<file path="config.mk">
export PLATFORM = sky130hd
export DESIGN_NAME = paired_sample_mean_rms_msd_top_flat
export DESIGN_NICKNAME = d
export VERILOG_FILES = /design/src/rtl/psm_pkg.sv /design/src/rtl/psm_if.sv /design/src/rtl/psm_ctrl.sv /design/src/rtl/psm_dp.sv /design/src/rtl/paired_sample_mean_rms_msd_top.sv /design/src/flat_wrapper.sv
export VERILOG_INCLUDE_DIRS = /design/src /design/src/rtl
export SDC_FILE = /design/constraint.sdc
export NUM_CORES = 2
export LEC_CHECK = 0
export ABC_AREA = 1
export BUFFER_PORTS_ARGS = -buffer_cell sky130_fd_sc_hd__buf_2
export CAP_MARGIN = 30
export CORE_UTILIZATION = 50
export CTS_CLUSTER_SIZE = 20
export DETAILED_ROUTE_END_ITERATION = 16
export PLACE_DENSITY_LB_ADDON = 0.05
export SYNTH_ARGS = -nofsm -noshare
export SYNTH_HDL_FRONTEND = slang
export SYNTH_SLANG_ARGS = --single-unit
</file>
<file path="constraint.sdc">
create_clock -name clk_i -period 11 [get_ports clk_i]
set_clock_uncertainty 0.05 [all_clocks]
set_input_delay 0.55 -clock clk_i [delete_from_list [all_inputs] [get_ports clk_i]]
set_output_delay 0.55 -clock clk_i [all_outputs]
set_load 0.005 [all_outputs]
</file>
<file path="src/rtl/paired_sample_mean_rms_msd_top_assert.svh">
// Assertion macros for the paired sample statistics block.
`ifndef PAIRED_SAMPLE_MEAN_RMS_MSD_TOP_ASSERT_SVH
`define PAIRED_SAMPLE_MEAN_RMS_MSD_TOP_ASSERT_SVH

// Check that an antecedent implies a consequent on the next clock edge.
`define PSM_ASSERT_NEXT(lbl, clk, rstn, ante, cons) \
  lbl: assert property (@(posedge clk) disable iff (!rstn) (ante) |=> (cons)) \
    else $error("assertion failed");

// Check that a condition holds at every clock edge.
`define PSM_ASSERT_ALWAYS(lbl, clk, rstn, cond) \
  lbl: assert property (@(posedge clk) disable iff (!rstn) (cond)) \
    else $error("assertion failed");

`endif

</file>
<file path="src/rtl/psm_pkg.sv">
`timescale 1ns / 1ps
package psm_pkg;
  localparam int unsigned SampleBits = 16;
  localparam int unsigned CntBits    = 21;
  localparam int unsigned FracBits   = 16;
  localparam int unsigned DivBits    = 64;
  localparam logic [CntBits-1:0] CountMax = 21'h100000;

  typedef enum logic [2:0] {
    ST_ACC, ST_DIV, ST_SQRT, ST_NEXT, ST_OUT
  } state_e;

  // Divide/sqrt job selector
  typedef enum logic [2:0] {
    JOB_MEAN_A, JOB_RMS_A, JOB_MEAN_B, JOB_RMS_B, JOB_MSD
  } job_e;

  typedef struct packed {
    logic acc_en;     // accumulate the accepted pair
    logic snap;       // copy accumulators into work registers, clear them
    logic div_start;
    logic sqrt_start;
    logic store;      // store finished job result
    job_e job;
  } ctrl_t;

  typedef struct packed {
    logic div_done;
    logic sqrt_done;
  } stat_t;
endpackage

</file>
<file path="src/rtl/psm_if.sv">
`timescale 1ns / 1ps
interface psm_in_if;
  logic valid;
  logic ready;
  logic signed [15:0] sample_a;
  logic signed [15:0] sample_b;
  logic last_pair;
  modport source (output valid, sample_a, sample_b, last_pair, input ready);
  modport sink (input valid, sample_a, sample_b, last_pair, output ready);
endinterface

interface psm_out_if;
  logic valid;
  logic ready;
  logic signed [31:0] mean_a;
  logic [31:0] rms_a;
  logic signed [31:0] mean_b;
  logic [31:0] rms_b;
  logic [48:0] mean_sq_diff;
  logic [20:0] count_a;
  logic [20:0] count_b;
  logic [20:0] count_both;
  logic empty_a;
  logic empty_b;
  logic empty_both;
  modport source (output valid, mean_a, rms_a, mean_b, rms_b, mean_sq_diff, count_a,
                  count_b, count_both, empty_a, empty_b, empty_both, input ready);
  modport sink (input valid, mean_a, rms_a, mean_b, rms_b, mean_sq_diff, count_a,
                count_b, count_both, empty_a, empty_b, empty_both, output ready);
endinterface

</file>
<file path="src/rtl/psm_ctrl.sv">
`timescale 1ns / 1ps
module psm_ctrl (
  input  logic            clk_i,
  input  logic            rst_ni,
  input  logic            in_valid_i,
  input  logic            in_last_i,
  output logic            in_ready_o,
  output logic            out_valid_o,
  input  logic            out_ready_i,
  input  psm_pkg::stat_t  stat_i,
  output psm_pkg::ctrl_t  ctrl_o
);
  psm_pkg::state_e state_q, state_d;
  psm_pkg::job_e   job_q, job_d;

  always_ff @(posedge clk_i or negedge rst_ni) begin
    if (!rst_ni) begin
      state_q <= psm_pkg::ST_ACC;
      job_q   <= psm_pkg::JOB_MEAN_A;
    end else begin
      state_q <= state_d;
      job_q   <= job_d;
    end
  end

  always_comb begin
    state_d     = state_q;
    job_d       = job_q;
    ctrl_o      = '0;
    ctrl_o.job  = job_q;
    in_ready_o  = 1'b0;
    out_valid_o = 1'b0;
    case (state_q)
      psm_pkg::ST_ACC: begin
        in_ready_o    = 1'b1;
        ctrl_o.acc_en = in_valid_i;
        if (in_valid_i && in_last_i) begin
          ctrl_o.snap = 1'b1;
          job_d       = psm_pkg::JOB_MEAN_A;
          state_d     = psm_pkg::ST_NEXT;
        end
      end
      psm_pkg::ST_NEXT: begin
        ctrl_o.div_start = 1'b1;
        state_d          = psm_pkg::ST_DIV;
      end
      psm_pkg::ST_DIV: begin
        if (stat_i.div_done) begin
          if (job_q == psm_pkg::JOB_RMS_A || job_q == psm_pkg::JOB_RMS_B) begin
            ctrl_o.sqrt_start = 1'b1;
            state_d           = psm_pkg::ST_SQRT;
          end else begin
            ctrl_o.store = 1'b1;
            if (job_q == psm_pkg::JOB_MSD) begin
              state_d = psm_pkg::ST_OUT;
            end else begin
              job_d   = psm_pkg::job_e'(job_q + 3'd1);
              state_d = psm_pkg::ST_NEXT;
            end
          end
        end
      end
      psm_pkg::ST_SQRT: begin
        if (stat_i.sqrt_done) begin
          ctrl_o.store = 1'b1;
          job_d        = psm_pkg::job_e'(job_q + 3'd1);
          state_d      = psm_pkg::ST_NEXT;
        end
      end
      psm_pkg::ST_OUT: begin
        out_valid_o = 1'b1;
        if (out_ready_i) begin
          state_d = psm_pkg::ST_ACC;
        end
      end
      default: state_d = psm_pkg::ST_ACC;
    endcase
  end
endmodule

</file>
<file path="src/rtl/psm_dp.sv">
`timescale 1ns / 1ps
module psm_dp (
  input  logic               clk_i,
  input  logic               rst_ni,
  input  logic        [15:0] limit_i,
  input  logic signed [15:0] a_i,
  input  logic signed [15:0] b_i,
  input  psm_pkg::ctrl_t     ctrl_i,
  output psm_pkg::stat_t     stat_o,
  output logic signed [31:0] mean_a_o,
  output logic        [31:0] rms_a_o,
  output logic signed [31:0] mean_b_o,
  output logic        [31:0] rms_b_o,
  output logic        [48:0] msd_o,
  output logic        [20:0] na_o,
  output logic        [20:0] nb_o,
  output logic        [20:0] nj_o
);
  // Accumulators
  logic signed [36:0] sa_q, sb_q;
  logic        [50:0] qa_q, qb_q;
  logic        [52:0] qd_q;
  logic        [20:0] na_q, nb_q, nj_q;
  // Snapshot for the result phase
  logic signed [36:0] wsa_q, wsb_q;
  logic        [50:0] wqa_q, wqb_q;
  logic        [52:0] wqd_q;

  logic [16:0] maga, magb;
  logic va, vb, ua, ub, uj;
  logic signed [16:0] dif;
  logic [31:0] sqa, sqb;
  logic [33:0] sqd;

  assign maga = a_i[15] ? 17'(-{a_i[15], a_i}) : {1'b0, a_i};
  assign magb = b_i[15] ? 17'(-{b_i[15], b_i}) : {1'b0, b_i};
  assign va   = maga < {1'b0, limit_i};
  assign vb   = magb < {1'b0, limit_i};
  assign ua   = va && (na_q < psm_pkg::CountMax);
  assign ub   = vb && (nb_q < psm_pkg::CountMax);
  assign uj   = va && vb && (nj_q < psm_pkg::CountMax);
  assign dif  = 17'(a_i) - 17'(b_i);
  assign sqa  = 32'(maga * maga);
  assign sqb  = 32'(magb * magb);
  assign sqd  = 34'(dif * dif);

  logic signed [36:0] sa_n, sb_n;
  logic        [50:0] qa_n, qb_n;
  logic        [52:0] qd_n;
  logic        [20:0] na_n, nb_n, nj_n;

  always_comb begin
    sa_n = sa_q; sb_n = sb_q; qa_n = qa_q; qb_n = qb_q; qd_n = qd_q;
    na_n = na_q; nb_n = nb_q; nj_n = nj_q;
    if (ctrl_i.acc_en) begin
      if (ua) begin
        sa_n = sa_q + 37'(a_i); qa_n = qa_q + 51'(sqa); na_n = na_q + 21'd1;
      end
      if (ub) begin
        sb_n = sb_q + 37'(b_i); qb_n = qb_q + 51'(sqb); nb_n = nb_q + 21'd1;
      end
      if (uj) begin
        qd_n = qd_q + 53'(sqd); nj_n = nj_q + 21'd1;
      end
    end
  end

  always_ff @(posedge clk_i or negedge rst_ni) begin
    if (!rst_ni) begin
      sa_q <= '0; sb_q <= '0; qa_q <= '0; qb_q <= '0; qd_q <= '0;
      na_q <= '0; nb_q <= '0; nj_q <= '0;
      na_o <= '0; nb_o <= '0; nj_o <= '0;
    end else if (ctrl_i.snap) begin
      sa_q <= '0; sb_q <= '0; qa_q <= '0; qb_q <= '0; qd_q <= '0;
      na_q <= '0; nb_q <= '0; nj_q <= '0;
      na_o <= na_n; nb_o <= nb_n; nj_o <= nj_n;
    end else begin
      sa_q <= sa_n; sb_q <= sb_n; qa_q <= qa_n; qb_q <= qb_n; qd_q <= qd_n;
      na_q <= na_n; nb_q <= nb_n; nj_q <= nj_n;
    end
  end

  always_ff @(posedge clk_i) begin
    if (ctrl_i.snap) begin
      wsa_q <= sa_n; wsb_q <= sb_n; wqa_q <= qa_n; wqb_q <= qb_n; wqd_q <= qd_n;
    end
  end

  // Job operands: numerator, denominator, scale, rounding
  logic [52:0] num;
  logic [20:0] den;
  logic        neg, rnd, shl32;
  always_comb begin
    num = '0; den = na_o; neg = 1'b0; rnd = 1'b1; shl32 = 1'b0;
    case (ctrl_i.job)
      psm_pkg::JOB_MEAN_A: begin
        neg = wsa_q[36];
        num = 53'(wsa_q[36] ? -wsa_q : wsa_q);
      end
      psm_pkg::JOB_RMS_A: begin
        num = 53'(wqa_q); rnd = 1'b0; shl32 = 1'b1;
      end
      psm_pkg::JOB_MEAN_B: begin
        den = nb_o; neg = wsb_q[36];
        num = 53'(wsb_q[36] ? -wsb_q : wsb_q);
      end
      psm_pkg::JOB_RMS_B: begin
        den = nb_o; num = 53'(wqb_q); rnd = 1'b0; shl32 = 1'b1;
      end
      psm_pkg::JOB_MSD: begin
        den = nj_o; num = wqd_q;
      end
      default: ;
    endcase
  end

  // Restoring divider, one quotient bit a cycle. Numerator is num<<sh<<1
  // (one extra bit for rounding: q2=floor(2*num*2^sh/den), then (q2+rnd)>>1).
  logic [86:0] dnum_q;   // shifting dividend, up to 53+32+1 bits
  logic [21:0] drem_q;
  logic [86:0] dquo_q;
  logic [6:0]  dcnt_q;
  logic        dbusy_q, neg_q, rnd_q;
  logic [21:0] rtry;
  logic [22:0] rsub;

  assign rtry = {drem_q[20:0], dnum_q[86]};
  assign rsub = {1'b0, rtry} - {2'b0, den};

  always_ff @(posedge clk_i or negedge rst_ni) begin
    if (!rst_ni) begin
      dbusy_q <= 1'b0;
      dcnt_q  <= '0;
    end else if (ctrl_i.div_start) begin
      dbusy_q <= (den != '0);
      dcnt_q  <= 7'd87;
    end else if (dbusy_q) begin
      dcnt_q  <= dcnt_q - 7'd1;
      if (dcnt_q == 7'd1) dbusy_q <= 1'b0;
    end
  end

  always_ff @(posedge clk_i) begin
    if (ctrl_i.div_start) begin
      dnum_q <= shl32 ? {1'b0, num, 33'b0} : {17'b0, num, 17'b0};
      drem_q <= '0;
      dquo_q <= '0;
      neg_q  <= neg;
      rnd_q  <= rnd;
    end else if (dbusy_q) begin
      dnum_q <= {dnum_q[85:0], 1'b0};
      if (!rsub[22]) begin
        drem_q <= rsub[21:0];
        dquo_q <= {dquo_q[85:0], 1'b1};
      end else begin
        drem_q <= rtry;
        dquo_q <= {dquo_q[85:0], 1'b0};
      end
    end
  end

  assign stat_o.div_done = !dbusy_q;

  logic [86:0] qfin;
  assign qfin = rnd_q ? 87'((dquo_q + 87'd1) >> 1) : 87'(dquo_q >> 1);

  // Bit-pair square root over 64 bits
  logic [63:0] sx_q, sres_q, sbit_q;
  logic        sbusy_q;
  logic [64:0] strial;
  assign strial = 65'(sres_q) + 65'(sbit_q);
  always_ff @(posedge clk_i or negedge rst_ni) begin
    if (!rst_ni) begin
      sbusy_q <= 1'b0;
    end else if (ctrl_i.sqrt_start) begin
      sbusy_q <= 1'b1;
    end else if (sbusy_q && sbit_q == '0) begin
      sbusy_q <= 1'b0;
    end
  end
  always_ff @(posedge clk_i) begin
    if (ctrl_i.sqrt_start) begin
      sx_q   <= (qfin[86:64] != '0) ? 64'hFFFF_FFFF_FFFF_FFFF : qfin[63:0];
      sres_q <= '0;
      sbit_q <= 64'h4000_0000_0000_0000;
    end else if (sbusy_q && sbit_q != '0) begin
      if (65'(sx_q) >= strial) begin
        sx_q   <= sx_q - strial[63:0];
        sres_q <= (sres_q >> 1) + sbit_q;
      end else begin
        sres_q <= sres_q >> 1;
      end
      sbit_q <= sbit_q >> 2;
    end
  end
  assign stat_o.sqrt_done = sbusy_q && sbit_q == '0;

  // Result store with saturation
  logic [31:0] mean_v, rms_v;
  always_comb begin
    if (neg_q) begin
      mean_v = (qfin > 87'h8000_0000) ? 32'h8000_0000 : 32'(-qfin[31:0]);
    end else begin
      mean_v = (qfin > 87'h7FFF_FFFF) ? 32'h7FFF_FFFF : qfin[31:0];
    end
    rms_v = (sres_q[63:32] != '0) ? 32'hFFFF_FFFF : sres_q[31:0];
  end

  always_ff @(posedge clk_i) begin
    if (ctrl_i.store) begin
      case (ctrl_i.job)
        psm_pkg::JOB_MEAN_A: mean_a_o <= (na_o == '0) ? '0 : mean_v;
        psm_pkg::JOB_RMS_A:  rms_a_o  <= (na_o == '0) ? '0 : rms_v;
        psm_pkg::JOB_MEAN_B: mean_b_o <= (nb_o == '0) ? '0 : mean_v;
        psm_pkg::JOB_RMS_B:  rms_b_o  <= (nb_o == '0) ? '0 : rms_v;
        psm_pkg::JOB_MSD:    msd_o    <= (nj_o == '0) ? '0 : qfin[48:0];
        default: ;
      endcase
    end
  end
endmodule

</file>
<file path="src/rtl/paired_sample_mean_rms_msd_top.sv">
`timescale 1ns / 1ps
// Channel  | Direction | Carries
// in_if    | sink      | sample_a, sample_b, last_pair
// out_if   | source    | means, rms values, mean square difference, counts, flags
// cfg      | write     | ignore_limit (cfg_we_i, cfg_wdata_i)
// One ordinary pair is accepted per cycle while input ready is high.
// A last pair starts the result phase, five jobs on one shared restoring
// divider and, for the rms jobs, a bit-pair square root (32 steps); out
// valid rises once the mean square difference job is stored, sooner when
// a count is empty.
// Input ready is low from the last pair until the result is taken.
// Reset clears accumulators, state and sets ignore_limit to 32769.
`include "paired_sample_mean_rms_msd_top_assert.svh"
module paired_sample_mean_rms_msd_top (
  input  logic        clk_i,
  input  logic        rst_ni,
  input  logic        cfg_we_i,
  input  logic [15:0] cfg_wdata_i,
  psm_in_if.sink      in_if,
  psm_out_if.source   out_if
);
  logic [15:0]     limit_q;
  psm_pkg::ctrl_t  ctrl;
  psm_pkg::stat_t  stat;

  // Hold the ignore limit; update on a configuration write
  always_ff @(posedge clk_i or negedge rst_ni) begin
    if (!rst_ni) begin
      limit_q <= 16'd32769;
    end else if (cfg_we_i) begin
      limit_q <= cfg_wdata_i;
    end
  end

  psm_ctrl u_ctrl (
    .clk_i       (clk_i),
    .rst_ni      (rst_ni),
    .in_valid_i  (in_if.valid),
    .in_last_i   (in_if.last_pair),
    .in_ready_o  (in_if.ready),
    .out_valid_o (out_if.valid),
    .out_ready_i (out_if.ready),
    .stat_i      (stat),
    .ctrl_o      (ctrl)
  );

  psm_dp u_dp (
    .clk_i    (clk_i),
    .rst_ni   (rst_ni),
    .limit_i  (limit_q),
    .a_i      (in_if.sample_a),
    .b_i      (in_if.sample_b),
    .ctrl_i   (ctrl),
    .stat_o   (stat),
    .mean_a_o (out_if.mean_a),
    .rms_a_o  (out_if.rms_a),
    .mean_b_o (out_if.mean_b),
    .rms_b_o  (out_if.rms_b),
    .msd_o    (out_if.mean_sq_diff),
    .na_o     (out_if.count_a),
    .nb_o     (out_if.count_b),
    .nj_o     (out_if.count_both)
  );

  // Flag empty counts
  assign out_if.empty_a    = (out_if.count_a == '0);
  assign out_if.empty_b    = (out_if.count_b == '0);
  assign out_if.empty_both = (out_if.count_both == '0);

  `PSM_ASSERT_ALWAYS(a_no_overlap, clk_i, rst_ni, !(in_if.ready && out_if.valid))
  `PSM_ASSERT_NEXT(a_last_blocks, clk_i, rst_ni,
    in_if.valid && in_if.ready && in_if.last_pair, !in_if.ready)
  `PSM_ASSERT_NEXT(a_take_frees, clk_i, rst_ni, out_if.valid && out_if.ready, in_if.ready)
endmodule
</file>
<file path="src/flat_wrapper.sv">
// flat-port wrapper written by rule: the top's interface ports become plain ports
module paired_sample_mean_rms_msd_top_flat 
  (clk_i, rst_ni, cfg_we_i, cfg_wdata_i, in_if_valid, in_if_sample_a, in_if_sample_b, in_if_last_pair, in_if_ready, out_if_valid, out_if_mean_a, out_if_rms_a, out_if_mean_b, out_if_rms_b, out_if_mean_sq_diff, out_if_count_a, out_if_count_b, out_if_count_both, out_if_empty_a, out_if_empty_b, out_if_empty_both, out_if_ready);
  psm_in_if in_if_i ();
  psm_out_if out_if_i ();
  input  logic clk_i;
  input  logic rst_ni;
  input  logic cfg_we_i;
  input  logic [15:0] cfg_wdata_i;
  input wire logic [$bits(in_if_i.valid)-1:0] in_if_valid;
  input wire logic [$bits(in_if_i.sample_a)-1:0] in_if_sample_a;
  input wire logic [$bits(in_if_i.sample_b)-1:0] in_if_sample_b;
  input wire logic [$bits(in_if_i.last_pair)-1:0] in_if_last_pair;
  output wire logic [$bits(in_if_i.ready)-1:0] in_if_ready;
  output wire logic [$bits(out_if_i.valid)-1:0] out_if_valid;
  output wire logic [$bits(out_if_i.mean_a)-1:0] out_if_mean_a;
  output wire logic [$bits(out_if_i.rms_a)-1:0] out_if_rms_a;
  output wire logic [$bits(out_if_i.mean_b)-1:0] out_if_mean_b;
  output wire logic [$bits(out_if_i.rms_b)-1:0] out_if_rms_b;
  output wire logic [$bits(out_if_i.mean_sq_diff)-1:0] out_if_mean_sq_diff;
  output wire logic [$bits(out_if_i.count_a)-1:0] out_if_count_a;
  output wire logic [$bits(out_if_i.count_b)-1:0] out_if_count_b;
  output wire logic [$bits(out_if_i.count_both)-1:0] out_if_count_both;
  output wire logic [$bits(out_if_i.empty_a)-1:0] out_if_empty_a;
  output wire logic [$bits(out_if_i.empty_b)-1:0] out_if_empty_b;
  output wire logic [$bits(out_if_i.empty_both)-1:0] out_if_empty_both;
  input wire logic [$bits(out_if_i.ready)-1:0] out_if_ready;
  assign in_if_i.valid = in_if_valid;
  assign in_if_i.sample_a = in_if_sample_a;
  assign in_if_i.sample_b = in_if_sample_b;
  assign in_if_i.last_pair = in_if_last_pair;
  assign in_if_ready = in_if_i.ready;
  assign out_if_valid = out_if_i.valid;
  assign out_if_mean_a = out_if_i.mean_a;
  assign out_if_rms_a = out_if_i.rms_a;
  assign out_if_mean_b = out_if_i.mean_b;
  assign out_if_rms_b = out_if_i.rms_b;
  assign out_if_mean_sq_diff = out_if_i.mean_sq_diff;
  assign out_if_count_a = out_if_i.count_a;
  assign out_if_count_b = out_if_i.count_b;
  assign out_if_count_both = out_if_i.count_both;
  assign out_if_empty_a = out_if_i.empty_a;
  assign out_if_empty_b = out_if_i.empty_b;
  assign out_if_empty_both = out_if_i.empty_both;
  assign out_if_i.ready = out_if_ready;
  paired_sample_mean_rms_msd_top u_core (.clk_i(clk_i), .rst_ni(rst_ni), .cfg_we_i(cfg_we_i), .cfg_wdata_i(cfg_wdata_i), .in_if(in_if_i), .out_if(out_if_i));
endmodule
</file>
==> summary.md <==
| Metric | Value |
|---|---|
| Status | `complete, no violations` |
| Total number of vias | `92,600` |
| Core Area | `0.203 mm2` |
| Die width | `455 um` |
| Ys Warns | `0` |
| Fin Hold WS | `0.0954 ns` |
| Worst hold path class | `primary input to flop` |
| CP max-delay cell | `fa_1` |
| Core Util, Final | `55.6%` |
| Worst Setup End Kind | `flop` |
| Register area share after synthesis | `29.2%` |
| Detailed Route Iter0 Violations | `8,184` |
| First-pass GRT wire length | `534,000 um` |
| Largest cells by area after synthesis | `edfxtp_1 16%, fa_1 13%, dfrtp_1 9.4%, nand2_1 9.0%, inv_1 8.6%` |
| Multi-input gate area | `0.0627 mm2` |
| Initial Utilization | `50.5%` |
| Max-Cap Viols | `0` |
| Reg area | `0.0300 mm2` |
| Drt wl/cell | `21.0 um` |
| Area leader, netlist | `edfxtp_1` |
| Critical Path Most Common Cell | `inv_1` |
| Hold Crit Endpoint | `u_core.u_ctrl.state_q[2]` |
| Max-slew violation count | `0` |
| Slew Limit Headroom | `28.2%` |
| Placer's final routability congestion estimate | `0.988` |
| Sink Count | `1,132` |
| Final worst path period need | `10.31 ns` |
| Setup violators final | `0` |
| CP Max Fanout | `6` |
| Reg2Reg Setup Slack | `4.36 ns` |
| Post-synth ARST share | `34.1%` |
| Final Hold Vio Count | `0` |
| CTS root buffer | `clkbuf_16` |
| Worst-margin pin slew | `1.08 ns` |
| H-tree depth | `4` |
| Worst skew pair latency | `0.81 ns` |
| Hold path cells | `3` |
| RSZ-0062 raised after global routing | `false` |
| CP required | `11.48 ns` |
| Area grow syn2layout | `10.0%` |
| Synthesized area per cell | `7.64 um2` |
| Largest net degree at the start of global routing | `184` |
| Row Count | `165` |
| Vias/cell | `5.58` |
| CP Launch Type | `primary input` |
| Critical path's largest stage delay | `0.60 ns` |
| CP Data Arrival Time | `10.78 ns` |
| Vias in the first global route | `91,700` |
| Hold Path Origin | `out_if_ready` |
| GRT overflow | `0` |
| Initial antenna violation count | `5` |
| Main synth FF type | `edfxtp_1` |
| Post-Syn Instances | `13,400` |
| Clock tree buffer depth | `3` |
| Routed Antenna Nets | `0` |
| DRC errors left | `0` |
| Share of layout cells above drive strength 1 | `6.80%` |
| Fmax | `0.0970 GHz` |
| Worst r2r dst | `u_core.u_dp.sres_q[2]` |
| Clock slew seen by the registers of the worst setup and hold paths | `0.06 ns` |
| TritonCTS clock tree | `yes` |
| Die H | `455 um` |
| Final worst-path cycle share | `93.7%` |
| Count of nets after finishing | `15,200` |
| Pre-Repair DR Iteration Count | `8` |
| TritonCTS Buffers | `135` |
| DP HPWL | `279,000 um` |
| Port Buffers | `298` |
| DIE AREA | `0.207 mm2` |
| GRT Total Usage | `33.4%` |
| Number of library cell types mapped by synthesis | `71` |
| Mapped Area | `0.103 mm2` |
| Setup CP Type | `primary input to flop` |
| EDFF count, synth | `542` |
| Reg2reg start | `u_core.u_dp.sres_q[6]` |
| Worst reg2reg path depth | `31` |
| IO Pins | `299` |
| #FFs+latches synth | `1,132` |
| Worst setup path start | `in_if_sample_b[5]` |
| Share of the synthesized area in the top cell type | `15.9%` |
| Total setup buffers inserted after CTS | `0` |
| Fill count | `19,400` |
| Routed WL | `349,000 um` |
## cells in the mapped netlist (28+ instances only)
cell type	instances
o21bai_1	57
nor2_1	1554
inv_1	2362
dfxtp_1	204
nor4_1	80
nor3_1	188
edfxtp_1	542
a31oi_1	108
ha_1	664
o22ai_1	92
o21a_1	39
nand2_1	2467
nand3_1	598
fa_1	659
buf_2	31
xnor2_1	204
buf_1	34
a211oi_1	64
and2_1	30
nand3b_1	28
nand4_1	189
a21oi_1	930
o211ai_1	68
xor2_1	350
a22o_1	28
a21o_1	45
a22oi_1	92
clkbuf_1	273
dfrtp_1	384
or2_2	138
o21ai_0	699
## worst max-delay path: cells and delay by family
family	cells	cell delay, ns
xor+xnor	2	0.56
compound gates	10	2.51
simple gates	14	1.96
fa+ha+maj	9	3.95
buf+inv	13	1.20
## what timing repair did
item	CTS	global route
gates resized for setup	0	0
hold buffers	17	0
hold endpoints to repair	83	0
## cell usage in the layout (no fill, tap or decap), types with 299 or more instances in the layout
cell	n
edfxtp_1	542
buf_2	299
xor2_1	350
ha_1	663
a21oi_1	929
nand2_1	2465
dfrtp_1	384
fa_1	659
nand3_1	598
o21ai_0	699
nor2_1	1536
inv_1	2358
## layout make-up
type / instances / share of cell area (%)
multi-input combinational: 9633 / 55.5
clock inverter: 72 / 0.658
tap: 2672 / 2.96
sequential: 1132 / 26.6
inverter: 2393 / 7.95
timing repair buffer: 518 / 3.02
clock buffer: 177 / 3.31
antenna: 5 / 0.0111
## per-layer routing
metal  part of all wire [%]  track usage, %  up-vias
met2                     48            56.5     3092
met3                    5.3            3.52      648
met5                      0               0        -
met1                     42            43.0    44500
met4                    5.1            15.2        0
li1                       -               -    44400
## cells by family after synthesis
logic type      after synthesis  share of synthesized area [%]
simple gates               5333                           21.9
fa+ha+maj                  1323                           20.9
other cells                   2                        0.00731
flops                      1132                           29.2
xor+xnor                    555                           4.74
buf+inv                    2737                           10.1
mux                           4                         0.0390
compound gates             2348                           13.1
## state kept, by name, indices dropped and copies added (netlist names), 32 cells and up
register and flops:
u_core.u_dp.dquo_q 87, u_core.u_dp.dnum_q 70, u_core.u_dp.sres_q 64, u_core.u_dp.sx_q 64, u_core.u_dp.qd_q 53, u_core.u_dp.wqd_q 53, u_core.u_dp.qa_q 51, u_core.u_dp.qb_q 51
u_core.u_dp.wqa_q 51, u_core.u_dp.wqb_q 51, u_core.u_dp.msd_o 49, u_core.u_dp.sa_q 37, u_core.u_dp.sb_q 37, u_core.u_dp.wsa_q 37, u_core.u_dp.wsb_q 37, u_core.u_dp.mean_a_o 32
u_core.u_dp.mean_b_o 32, u_core.u_dp.rms_a_o 32, u_core.u_dp.rms_b_o 32, u_core.u_dp.sbit_q 32
## stage by stage
| step | setup WS (ns) | setup TNS, ns | cell area [um2] | std cells |
|---|---|---|---|---|
| 3_3_place_gp | 0.0842 | 0 | 108000 | 16300 |
| 4_1_cts | 0.778 | 0 | 113000 | 16600 |
| 5_1_grt | 0.00214 | 0 | 113000 | 16600 |
| 6_report | 0.690 | 0 | 113000 | 16600 |
| 2_1_floorplan | 0.988 | 0 | 103000 | 13500 |
| 3_5_place_dp | -0.0405 | -0.0654 | 108000 | 16300 |
## worst max-delay path by stage
stage	endpoint	slack (ns)	depth (start not counted)
global placement	u_core.u_dp.wqd_q[49]	0.08	50
detailed placement	u_core.u_dp.wqd_q[49]	-0.04	48
floorplan	u_core.u_dp.wqd_q[41]	0.99	46
global route	u_core.u_dp.wqd_q[49]	0.002	48
CTS	u_core.u_dp.wqd_q[49]	0.78	48
finish	u_core.u_dp.wqd_q[49]	0.69	48
Power is left out: the tool's default activity adds up to more than one toggle a clock period on the data nets, which glitch-free logic cannot reach.
